File: src/design/itrc_pkg.sv
`default_nettype none

package itrc_pkg;

    // verdict codes
    localparam logic [1:0] VERDICT_IGNORE   = 2'd0;
    localparam logic [1:0] VERDICT_HOP      = 2'd1;
    localparam logic [1:0] VERDICT_REACHED  = 2'd2;

    // configuration register indexes
    localparam logic CFG_PROBE_ID  = 1'b0;
    localparam logic CFG_PROBE_SEQ = 1'b1;

    // icmp message types and header sizes
    localparam logic [7:0] ICMP_TIME_EXCEEDED = 8'd11;
    localparam logic [7:0] ICMP_ECHO_REQUEST  = 8'd8;
    localparam logic [7:0] ICMP_ECHO_REPLY    = 8'd0;
    localparam int unsigned ICMP_HDR_LEN      = 8;
    localparam int unsigned IP_MIN_HDR_LEN    = 20;

    // fields gathered from one packet
    typedef struct packed {
        logic [5:0]  outer_header_len;
        logic [31:0] source_addr;
        logic [15:0] outer_type_code;
        logic [31:0] outer_id_seq;
        logic [5:0]  inner_header_len;
        logic [15:0] inner_type_code;
        logic [31:0] inner_id_seq;
    } pkt_view_t;

endpackage

`default_nettype wire

File: src/design/icmp_trace_reply_classifier.sv
`default_nettype none

// channel   direction  handshake            payload
// pkt       in         pkt_valid/pkt_stall  packet_byte, last_byte
// res       out        res_valid/res_stall  verdict, hop_address
// cfg       in         cfg_write            cfg_index, cfg_data
//
// one packet byte is taken every cycle while pkt_stall is low.
// the input register feeds field capture and verdict logic combinationally;
// the result register takes the verdict as the final byte leaves the input register.
// pkt_stall rises only when a final byte waits on a full, stalled result register.
// reset clears the probe registers, packet state and both valid flags.
module icmp_trace_reply_classifier #(
    parameter int MAX_PACKET = 2048
) (
    input  wire logic        clk,
    input  wire logic        rst_n,
    input  wire logic        pkt_valid,
    output logic             pkt_stall,
    input  wire logic [7:0]  packet_byte,
    input  wire logic        last_byte,
    output logic             res_valid,
    input  wire logic        res_stall,
    output logic [1:0]       verdict,
    output logic [31:0]      hop_address,
    input  wire logic        cfg_write,
    input  wire logic        cfg_index,
    input  wire logic [15:0] cfg_data
);

    localparam int OFF_W = $clog2(MAX_PACKET + 1);

    logic [15:0] probe_id_reg;
    logic [15:0] probe_seq_reg;

    logic        in_valid_reg;
    logic [7:0]  in_byte_reg;
    logic        in_last_reg;

    logic        advance;
    logic        finish;
    logic        res_valid_next;

    itrc_pkg::pkt_view_t view_next;
    logic [OFF_W-1:0]    count_next;
    logic [1:0]          verdict_calc;
    logic [31:0]         hop_calc;
    logic [1:0]          verdict_reg;
    logic [31:0]         hop_reg;
    logic                res_valid_reg;

    // configuration registers
    always_ff @(posedge clk or negedge rst_n)
    begin
        if (!rst_n)
        begin
            probe_id_reg  <= '0;
            probe_seq_reg <= '0;
        end
        else if (cfg_write)
        begin
            case (cfg_index)
                itrc_pkg::CFG_PROBE_ID:  probe_id_reg  <= cfg_data;
                itrc_pkg::CFG_PROBE_SEQ: probe_seq_reg <= cfg_data;
                default:                 probe_id_reg  <= probe_id_reg;
            endcase
        end
    end

    // flow control: only a final byte needs a free result slot
    assign advance   = !in_last_reg || !res_valid_reg || !res_stall;
    assign finish    = in_valid_reg && in_last_reg && advance;
    assign pkt_stall = in_valid_reg && !advance;

    // input register
    always_ff @(posedge clk or negedge rst_n)
    begin
        if (!rst_n)
            in_valid_reg <= 1'b0;
        else if (!pkt_stall)
            in_valid_reg <= pkt_valid;
    end

    always_ff @(posedge clk)
    begin
        if (!pkt_stall)
        begin
            in_byte_reg <= packet_byte;
            in_last_reg <= last_byte;
        end
    end

    itrc_parse #(
        .MAX_PACKET (MAX_PACKET),
        .OFF_W      (OFF_W)
    ) u_parse (
        .clk        (clk),
        .rst_n      (rst_n),
        .take       (in_valid_reg && advance),
        .data_byte  (in_byte_reg),
        .last       (in_last_reg),
        .view_next  (view_next),
        .count_next (count_next)
    );

    itrc_classify #(
        .OFF_W       (OFF_W)
    ) u_classify (
        .count       (count_next),
        .view        (view_next),
        .probe_id    (probe_id_reg),
        .probe_seq   (probe_seq_reg),
        .verdict     (verdict_calc),
        .hop_address (hop_calc)
    );

    // result register
    always_comb
    begin
        if (finish)
            res_valid_next = 1'b1;
        else if (!res_stall)
            res_valid_next = 1'b0;
        else
            res_valid_next = res_valid_reg;
    end

    always_ff @(posedge clk or negedge rst_n)
    begin
        if (!rst_n)
            res_valid_reg <= 1'b0;
        else
            res_valid_reg <= res_valid_next;
    end

    always_ff @(posedge clk)
    begin
        if (finish)
        begin
            verdict_reg <= verdict_calc;
            hop_reg     <= hop_calc;
        end
    end

    assign res_valid   = res_valid_reg;
    assign verdict     = verdict_reg;
    assign hop_address = hop_reg;

    // an ignored packet never reports an address
    a_ignore_no_addr: assert property (@(posedge clk) disable iff (!rst_n)
        res_valid && verdict == itrc_pkg::VERDICT_IGNORE |-> hop_address == 32'd0)
        else $error("ignored verdict carries an address");

    // the input side stalls only behind a waiting result
    a_stall_cause: assert property (@(posedge clk) disable iff (!rst_n)
        pkt_stall |-> in_valid_reg && in_last_reg && res_valid && res_stall)
        else $error("input stalled without a blocked result");

    // a verdict code is never the unused value
    a_verdict_code: assert property (@(posedge clk) disable iff (!rst_n)
        res_valid |-> verdict == itrc_pkg::VERDICT_IGNORE || verdict == itrc_pkg::VERDICT_HOP
                      || verdict == itrc_pkg::VERDICT_REACHED)
        else $error("unused verdict code");

    // a final byte taken into the pipe yields a result next cycle
    a_finish_result: assert property (@(posedge clk) disable iff (!rst_n)
        finish |=> res_valid)
        else $error("final byte produced no result");

endmodule

`default_nettype wire

File: src/design/itrc_parse.sv
`default_nettype none

module itrc_parse #(
    parameter int MAX_PACKET = 2048,
    parameter int OFF_W      = 12
) (
    input  wire logic               clk,
    input  wire logic               rst_n,
    input  wire logic               take,
    input  wire logic [7:0]         data_byte,
    input  wire logic               last,
    output itrc_pkg::pkt_view_t     view_next,
    output logic [OFF_W-1:0]        count_next
);

    localparam int CMP_W = OFF_W + 2;

    itrc_pkg::pkt_view_t view_reg;
    logic [OFF_W-1:0]    count_reg;

    logic             in_range;
    logic [CMP_W-1:0] off_w;
    logic [CMP_W-1:0] icmp1_w;
    logic [CMP_W-1:0] ip2_w;
    logic [CMP_W-1:0] icmp2_w;
    logic [CMP_W-1:0] d1;
    logic [CMP_W-1:0] d2;
    logic             past1;
    logic             past2;

    // field capture for the byte at the current offset
    always_comb
    begin
        view_next  = view_reg;
        count_next = count_reg;
        in_range   = count_reg < OFF_W'(MAX_PACKET);
        off_w      = CMP_W'(count_reg);
        icmp1_w    = '0;
        ip2_w      = '0;
        icmp2_w    = '0;
        d1         = '0;
        d2         = '0;
        past1      = 1'b0;
        past2      = 1'b0;
        if (in_range)
        begin
            count_next = count_reg + OFF_W'(1);

            // outer header length from the ihl nibble of byte 0
            if (count_reg == '0)
                view_next.outer_header_len = {data_byte[3:0], 2'b00};

            // source address, bytes 12 to 15
            if (off_w >= CMP_W'(12) && off_w <= CMP_W'(15))
            begin
                case (count_reg[1:0])
                    2'd0:    view_next.source_addr[31:24] = data_byte;
                    2'd1:    view_next.source_addr[23:16] = data_byte;
                    2'd2:    view_next.source_addr[15:8]  = data_byte;
                    default: view_next.source_addr[7:0]   = data_byte;
                endcase
            end

            // outer icmp header
            icmp1_w = CMP_W'(view_next.outer_header_len);
            past1   = off_w >= icmp1_w;
            d1      = off_w - icmp1_w;
            if (past1 && d1 < CMP_W'(2))
            begin
                if (d1[0] == 1'b0)
                    view_next.outer_type_code[15:8] = data_byte;
                else
                    view_next.outer_type_code[7:0] = data_byte;
            end
            if (past1 && d1 >= CMP_W'(4) && d1 < CMP_W'(8))
            begin
                case (d1[1:0])
                    2'd0:    view_next.outer_id_seq[31:24] = data_byte;
                    2'd1:    view_next.outer_id_seq[23:16] = data_byte;
                    2'd2:    view_next.outer_id_seq[15:8]  = data_byte;
                    default: view_next.outer_id_seq[7:0]   = data_byte;
                endcase
            end

            // quoted ip header length
            ip2_w = icmp1_w + CMP_W'(itrc_pkg::ICMP_HDR_LEN);
            if (off_w == ip2_w)
                view_next.inner_header_len = {data_byte[3:0], 2'b00};

            // quoted icmp header
            icmp2_w = ip2_w + CMP_W'(view_next.inner_header_len);
            past2   = off_w >= icmp2_w;
            d2      = off_w - icmp2_w;
            if (past2 && d2 < CMP_W'(2))
            begin
                if (d2[0] == 1'b0)
                    view_next.inner_type_code[15:8] = data_byte;
                else
                    view_next.inner_type_code[7:0] = data_byte;
            end
            if (past2 && d2 >= CMP_W'(4) && d2 < CMP_W'(8))
            begin
                case (d2[1:0])
                    2'd0:    view_next.inner_id_seq[31:24] = data_byte;
                    2'd1:    view_next.inner_id_seq[23:16] = data_byte;
                    2'd2:    view_next.inner_id_seq[15:8]  = data_byte;
                    default: view_next.inner_id_seq[7:0]   = data_byte;
                endcase
            end
        end
    end

    // packet state, cleared after the final byte
    always_ff @(posedge clk or negedge rst_n)
    begin
        if (!rst_n)
        begin
            view_reg  <= '0;
            count_reg <= '0;
        end
        else if (take)
        begin
            if (last)
            begin
                view_reg  <= '0;
                count_reg <= '0;
            end
            else
            begin
                view_reg  <= view_next;
                count_reg <= count_next;
            end
        end
    end

endmodule

`default_nettype wire

File: src/design/itrc_classify.sv
`default_nettype none

module itrc_classify #(
    parameter int OFF_W = 12
) (
    input  wire logic [OFF_W-1:0]      count,
    input  wire itrc_pkg::pkt_view_t   view,
    input  wire logic [15:0]           probe_id,
    input  wire logic [15:0]           probe_seq,
    output logic [1:0]                 verdict,
    output logic [31:0]                hop_address
);

    localparam int CMP_W = OFF_W + 2;

    logic [CMP_W-1:0] n;
    logic [CMP_W-1:0] need_icmp;
    logic [CMP_W-1:0] need_quote;
    logic [CMP_W-1:0] need_inner;
    logic [31:0]      ours;
    logic [7:0]       otype;
    logic [7:0]       ocode;

    // length checks and probe match
    always_comb
    begin
        n          = CMP_W'(count);
        need_icmp  = CMP_W'(view.outer_header_len) + CMP_W'(itrc_pkg::ICMP_HDR_LEN);
        need_quote = need_icmp + CMP_W'(itrc_pkg::IP_MIN_HDR_LEN);
        need_inner = need_icmp + CMP_W'(view.inner_header_len)
                   + CMP_W'(itrc_pkg::ICMP_HDR_LEN);
        ours       = {probe_id, probe_seq};
        otype      = view.outer_type_code[15:8];
        ocode      = view.outer_type_code[7:0];
        verdict    = itrc_pkg::VERDICT_IGNORE;
        if (n >= need_icmp)
        begin
            if (otype == itrc_pkg::ICMP_TIME_EXCEEDED && ocode == 8'd0)
            begin
                if (n >= need_quote && n >= need_inner
                    && view.inner_type_code == {itrc_pkg::ICMP_ECHO_REQUEST, 8'd0}
                    && view.inner_id_seq == ours)
                    verdict = itrc_pkg::VERDICT_HOP;
            end
            else if (otype == itrc_pkg::ICMP_ECHO_REPLY && view.outer_id_seq == ours)
                verdict = itrc_pkg::VERDICT_REACHED;
        end
        hop_address = (verdict != itrc_pkg::VERDICT_IGNORE) ? view.source_addr : 32'd0;
    end

endmodule

`default_nettype wire
File: config.mk
export PLATFORM = sky130hd
export DESIGN_NAME = icmp_trace_reply_classifier
export DESIGN_NICKNAME = d
export VERILOG_FILES = /design/src/design/itrc_pkg.sv /design/src/design/icmp_trace_reply_classifier.sv /design/src/design/itrc_parse.sv /design/src/design/itrc_classify.sv
export SDC_FILE = /design/constraint.sdc
export NUM_CORES = 1
export LEC_CHECK = 0
export ABC_AREA = 0
export BUFFER_PORTS_ARGS = -buffer_cell sky130_fd_sc_hd__buf_2
export CAP_MARGIN = 20
export CORE_ASPECT_RATIO = 2
export CORE_UTILIZATION = 50
export DETAILED_ROUTE_END_ITERATION = 10
export PLACE_DENSITY = 0.73
export SETUP_SLACK_MARGIN = 0.02
export SKIP_LAST_GASP = 1
export SYNTH_ARGS = -nofsm -noshare
export SYNTH_HDL_FRONTEND = slang
export SYNTH_SLANG_ARGS = --single-unit
File: constraint.sdc
create_clock -name clk -period 11 [get_ports clk]
set_input_delay 0 -clock clk [delete_from_list [all_inputs] [get_ports clk]]
set_output_delay 0 -clock clk [all_outputs]
set_load 0.005 [all_outputs]
# Word level (Yosys, flattened, before mapping)
# Cells that the tools add are included.
dict set report totals {
  out_inout_bits 36
  wordCells 121
  ff_bits 229
}
dict set report op_classes {
  bitwise_logic 1
  reduce_logical 34
  mux 35
  order_cmp 14
  n_eq_ne 12
  add_sub_neg 9
}
# cell n
set op_table {}
lappend op_table {{140-bit 2-to-1 mux} 2}
lappend op_table {{8-bit 2-to-1 mux} 16}
lappend op_table {{32-bit 2-to-1 mux} 3}
lappend op_table {{32-bit == test} 2}
lappend op_table {{12-bit by 14-bit greater-or-equal comparator with 1-bit output} 4}
lappend op_table {{16-bit 2-to-1 mux} 2}
lappend op_table {{14-bit by 6-bit adder with 14-bit output} 2}
lappend op_table {{14-bit by 3-bit greater-or-equal comparator with 1-bit output, second input constant} 2}
lappend op_table {{14-bit by 2-bit less-than comparator with 1-bit output, second input constant} 2}
lappend op_table {{14-bit by 4-bit less-than comparator with 1-bit output, second input constant} 2}
lappend op_table {{12-bit 2-to-1 mux} 2}
lappend op_table {{6-bit 2-to-1 mux} 4}
lappend op_table {{16-bit by 12-bit == test with 1-bit output, second input constant} 1}
lappend op_table {{1-bit logical AND} 16}
lappend op_table {{8-bit logical NOT} 2}
lappend op_table {{14-bit by 4-bit adder with 14-bit output, second input constant} 1}
lappend op_table {{14-bit by 5-bit adder with 14-bit output, second input constant} 1}
lappend op_table {{6-bit by 4-bit adder with 7-bit output, second input constant} 2}
lappend op_table {{12-bit by 14-bit == test with 1-bit output} 1}
lappend op_table {{12-bit by 14-bit subtractor with 14-bit output} 1}
lappend op_table {{12-bit by 6-bit subtractor with 13-bit output} 1}
lappend op_table {{12-bit by 1-bit adder with 12-bit output, second input constant} 1}
lappend op_table {{12-bit by 4-bit greater-or-equal comparator with 1-bit output, second input constant} 1}
lappend op_table {{12-bit by 6-bit greater-or-equal comparator with 1-bit output} 1}
lappend op_table {{other kinds (16)} 33}

# Logic depth before layout (Yosys ltp)
dict set report depth {
  word_depth 25
  depth_mapped 41
  mapped_depth_nobuf 34
}

# Hierarchy
# A second synthesis with hierarchy kept.
dict set report hier_totals {
  hier_cells 1397
  hier_area_um2 14983.1
}
# module cells_per_inst seq_area_each_um2 instances area_per_inst_um2
set modules_own_cells {}
lappend modules_own_cells {itrc_parse 993 3803.6 1 10079.7}
lappend modules_own_cells {icmp_trace_reply_classifier 123 2142.1 1 2631.3}
lappend modules_own_cells {itrc_classify 281 0.0 1 2272.2}

# Worst setup path before layout
# Ideal clock, no wire load.
dict set report synth_timing {
  path_type {reg-to-reg}
  startpoint {register u_parse.count_reg[11]}
  endpoint {register hop_reg[10], in the netlist hop_address[10], data pin}
  arrival_ns 8.079
  slack_ns 2.780
  path_stages_with_launch 37
  path_buffers 6
  cell_sequence {dfrtp_1 -> clkbuf_1 -> nor2_1 -> nand2_1 -> nor4_1 -> nand3_1 -> clkbuf_1 -> and2_1 -> ha_1 -> clkbuf_1 -> nand3_1 -> nor3_1 -> nand4_1 -> nor3_1 -> clkbuf_1 -> mux2i_1 -> inv_1 -> ha_1 -> inv_1 -> o21bai_1 -> a21o_1 -> a21oi_1 -> xnor2_1 -> ha_1 -> buf_2 -> and4_1 -> nor3b_2 -> o21ai_0 -> mux2i_2 -> o2111ai_1 -> a2111oi_0 -> a21oi_1 -> a2111oi_0 -> nor4b_1 -> nand4_1 -> buf_1 -> a21oi_2}
}
dict set report synth_via {
  elab_chain_cells 20
  elab_cells_between_ends 79
}
# item line_no
set synth_lines {}
lappend synth_lines {{from (decl)} itrc_parse.sv:19} ;# logic [OFF_W-1:0] count_reg;
lappend synth_lines {{from (signal assigned)} itrc_parse.sv:131} ;# count_reg <= count_next;
lappend synth_lines {{12-bit logical NOT} itrc_parse.sv:50} ;# if (count_reg == '0)
lappend synth_lines {{6-bit 2-to-1 mux} itrc_parse.sv:50}
lappend synth_lines {{6-bit 2-to-1 mux} itrc_parse.sv:45} ;# if (in_range)
lappend synth_lines {{6-bit by 4-bit adder with 7-bit output} itrc_parse.sv:86} ;# ip2_w = icmp1_w + CMP_W'(itrc_pkg::ICMP_HDR_LEN);
lappend synth_lines {{12-bit by 14-bit == test with 1-bit output} itrc_parse.sv:87} ;# if (off_w == ip2_w)
lappend synth_lines {{6-bit 2-to-1 mux} itrc_parse.sv:87}
lappend synth_lines {{6-bit 2-to-1 mux} itrc_parse.sv:45}
lappend synth_lines {{14-bit by 6-bit adder with 14-bit output} itrc_parse.sv:91} ;# icmp2_w = ip2_w + CMP_W'(view_next.inner_header_len);
lappend synth_lines {{(+4 left out)} -}
lappend synth_lines {{32-bit 2-to-1 mux or 140-bit 2-to-1 mux (tied branches)} {itrc_parse.sv:101, itrc_parse.sv:45}}
lappend synth_lines {{140-bit 2-to-1 mux or 16-bit by 12-bit == test with 1-bit output (tied branches)} {itrc_parse.sv:45, itrc_classify.sv:41}}
lappend synth_lines {{32-bit == test or 1-bit logical AND (tied branches)} {itrc_classify.sv:42, itrc_classify.sv:41}}
lappend synth_lines {{1-bit logical AND} itrc_classify.sv:42} ;# && view.inner_id_seq == ours)
lappend synth_lines {{1-bit 2-to-1 mux} itrc_classify.sv:40} ;# if (n >= need_quote && n >= need_inner
lappend synth_lines {{2-bit 2-to-1 mux} itrc_classify.sv:38} ;# if (otype == itrc_pkg::ICMP_TIME_EXCEEDED && ocode == 8'd0)
lappend synth_lines {{2-bit 2-to-1 mux} itrc_classify.sv:36} ;# if (n >= need_icmp)
lappend synth_lines {{2-bit nonzero test} itrc_classify.sv:48} ;# hop_address = (verdict != itrc_pkg::VERDICT_IGNORE) ? view.source_addr : 32'd0;
lappend synth_lines {{to (signal assigned)} icmp_trace_reply_classifier.sv:141} ;# hop_reg <= hop_calc;
lappend synth_lines {{to (decl)} icmp_trace_reply_classifier.sv:49} ;# logic [31:0] hop_reg;
# Parallel ways exist; a longest one is shown, timed or not. The select of a mux whose other input is x is not followed.
# A chain may end at the register's enable or synchronous reset.

# Worst setup path after layout
dict set report layout_timing {
  startpoint {register u_parse.count_reg[11]}
  endpoint {register hop_reg[1], in the netlist hop_address[1], data pin}
}
# Same word-level chain as after synthesis.

==> results by group <==
Setup path
  – Crit Path Max Fanout: 33
  – CP max-delay cell: nor4_2
  – Startpoint types: flip-flop
  – Reg2reg start: u_parse.count_reg[11]
  – Req. time, crit path: 11.37 ns
  – R2r endpoint: hop_address[1]
  – Critical Path Sink Type: flip-flop
  – Reg2Reg Depth: 32
  – Worst path max stage delay: 0.70 ns
  – CP Class: flip-flop to flip-flop
  – CP arrival: 9.91 ns
  – Cell mode on critical path: a21oi_1
  – Reg2reg setup slack: 1.46 ns

Die
  – Num ports: 67
  – Initial Util: 0.508
  – Die area: 29300 sq um
  – Chip Width: 122 um
  – Area of the core: 28200 sq um
  – Number of cell rows: 87
  – Vert. Die Dim: 241 um

STA
  – Post-route minimum period: 9.54 ns
  – Worst Tran Pin Value: 1.11 ns
  – Final Skew: 0.0171 ns
  – Sum Neg Setup Slack: 0 ns
  – Final Worst Setup Slack: 1.46 ns
  – Endpoints failing hold: 0
  – Fmax: 105 MHz
  – Period utilization: 0.867
  – RSZ-0062 raised after global routing: no
  – Max-slew violations: 0
  – Final setup fails: 0
  – Max_slew headroom: 0.260

Synthesis
  – Post-Synthesis Cells: 1533
  – Sequential share of the synthesized area: 0.415
  – Syn Std Cell Area: 14300 sq um
  – Synth warn: 0
  – Yosys reg bits: 229
  – Area contributors post-synth: dfrtp_1 (33%), edfxtp_1 (9.0%), ha_1 (5.3%), o21ai_0 (4.4%), nand2_1 (4.4%)
  – Top_reg_cell synth: dfrtp_1
  – Netlist cell types: 85
  – Most area-hungry cell type in the Yosys netlist: dfrtp_1
  – Fraction of registers with async set/reset: 0.812
  – Syn nets: 1629
  – Top-area cell type share of the netlist area: 0.325
  – Syn avg cell area: 9.34 sq um
  – Post-synth EDFFs: 43

Global route
  – GRT Util Overall: 0.355
  – M2 GR Usage: 0.627
  – Largest net degree at the start of global routing: 109
  – Initial antenna violation count: 0
  – Vias in the first global route: 13000
  – GRT met1 Usage: 0.359
  – Met3 GRT Util: 0.0459
  – Gr ovfl total: 0
  – Grt peak-use layer: met2
  – First-pass GRT wire length: 76.5 mm

Routing
  – DR vias: 12900
  – Routed WL per cell: 25.8 um
  – Pre-antenna DRT Iters: 6
  – Final WL: 50.5 mm
  – DRC Markers: 0
  – DR vias/cell: 6.57
  – DRT antenna net count: 0
  – Initial drt markers: 1023

Cells and area
  – Max reg flops: 140
  – Final Core Density: 0.564
  – Most common cell after layout, fill and taps aside: dfrtp_1
  – Layout fillers: 2554
  – Post-route insts no fill: 1961
  – Share of cells above drive strength 1: 0.133
  – Area grow syn2layout: 11.2%
  – Final #Nets: 1685
  – Commonest non-fill, non-tap cells in the layout: dfrtp_1 (186), nand2_1 (167), o21ai_0 (127)

Power
  – Power Density: 175 nW/um^2
  – Internal: 1.75 mW
  – Total leakage power: 7.07 nW
  – Clk pwr share: 0.283
  – P_sw: 1.04 mW
  – Combinational Power Share: 0.352
  – Design Power: 2.79 mW
  – Flop pwr share: 0.366
  – Peak VDD IR: 147 uV
  – Sw frac: 0.373

Place
  – Place WS: 1.56 ns
  – I/O Buffers: 66
  – DP Cell Count: 1894
  – Detail Placement HPWL: 37.0 mm
  – Final Wtd Congestion: 1.03

Clocking
  – Worst-case clock buffer depth: 3
  – Root buffer cell: clkbuf_16
  – CTS tree: built
  – CTS buffer count: 21
  – CTS clock-pin slew for the worst setup and hold paths: 0.07 ns
  – Clk_lat worst skew: 0.53 ns
  – Htree depth: 1
  – Clock Sinks: 229

Job
  – Max_cap viols: 0

Run status
  – Outcome: finished, final reports clean

Hold path
  – Hold path endpoint: probe_id_reg[3]
  – Hold depth: 5
  – Hold WC Path Type: input pin to flip-flop
  – Hold_sp: cfg_index
[logic make-up after synthesis]
group,after synthesis,share of synthesized area
compound gates,488,0.232
simple gates,444,0.151
xor+xnor,53,0.0324
buf+inv,172,0.0496
fa+ha+maj,65,0.0589
mux,82,0.0610
flops,229,0.415
[layer usage]
metal / up-vias / part of all wire
met5: - / 0
met4: 0 / 0.10
met3: 244 / 0.055
met2: 619 / 0.51
met1: 6282 / 0.33
li1: 5736 / -
[layout make-up]
type                    instances  area [sq um]  area share
multi-input cells            1132          7660       0.482
flip-flops and latches        229          5950       0.374
repair buffers                117           792      0.0498
clock buffers                  28           624      0.0392
well taps                     356           445      0.0280
inverters                      88           330      0.0208
clock inverters                10           109     0.00684
diodes                          1          2.50    0.000157
[how the worst max path moves through the flow]
stage	start	endpoint	slack (ns)	cells after the start
final	u_parse.count_reg[11]	hop_address[1]	1.46	32
after detailed placement	u_parse.count_reg[11]	hop_address[1]	1.56	32
after CTS	u_parse.count_reg[11]	hop_address[1]	1.54	32
after global routing	u_parse.count_reg[11]	hop_address[0]	0.59	32
after floorplan	u_parse.count_reg[11]	hop_address[10]	2.78	36
after global placement	u_parse.count_reg[11]	hop_address[1]	1.90	30
[critical path: cells and delay by family, from the launching register on]
| family | cells | cell delay [ns] |
|---|---|---|
| flip-flops | 1 | 0.48 |
| multiplexers | 1 | 0.37 |
| AO/OA/AOI/OAI | 12 | 3.09 |
| buffers and inverters | 3 | 0.62 |
| adder cells (fa/ha/maj) | 3 | 1.09 |
| AND/OR/NAND/NOR | 13 | 3.69 |
[power groups by stage]
| stage | sequential, mW | clock, mW | combinational, mW |
|---|---|---|---|
| 3_5_place_dp | 1.03 | 0 | 0.948 |
| 6_report | 1.02 | 0.788 | 0.980 |
| 3_3_place_gp | 1.03 | 0 | 0.931 |
| 4_1_cts | 1.01 | 0.798 | 0.961 |
| 5_1_grt | 1.02 | 0.828 | 1.06 |
| 2_1_floorplan | 0.994 | 0 | 0.682 |
[repair_timing]
action | 4_1_cts | 5_1_grt
hold buffers | 28 | 0
setup endpoints to repair | 0 | 0
endpoints found under the hold margin | 150 | 0
resized for setup | 0 | 0
setup buffers | 0 | 0
[Yosys cell counts, types with 14 or more instances]
| cell type | instances |
|---|---|
| o21ai_0 | 127 |
| xor2_1 | 20 |
| nor4_1 | 19 |
| mux2i_1 | 42 |
| ha_1 | 61 |
| a21oi_2 | 33 |
| edfxtp_1 | 43 |
| nand3_1 | 25 |
| a22oi_1 | 28 |
| a21oi_1 | 78 |
| o22ai_1 | 36 |
| a21o_1 | 18 |
| nand2_1 | 168 |
| a22o_1 | 51 |
| nor2_1 | 100 |
| inv_1 | 86 |
| clkbuf_1 | 64 |
| mux2_2 | 38 |
| dfrtp_1 | 186 |
| xnor2_1 | 33 |
| nor3_1 | 19 |
| nand4_1 | 14 |
| nor2b_1 | 19 |
[per-stage QoR]
step                      instance area (sq um)  hold slack [ns]
after floorplan                           14300           -0.296
after global placement                    14900            0.178
after detailed placement                  14900            0.179
after CTS                                 15900           0.0193
after global routing                      15900           0.0595
final                                     15900           0.0238
No activity file was read; power rests on OpenSTA's default activity.
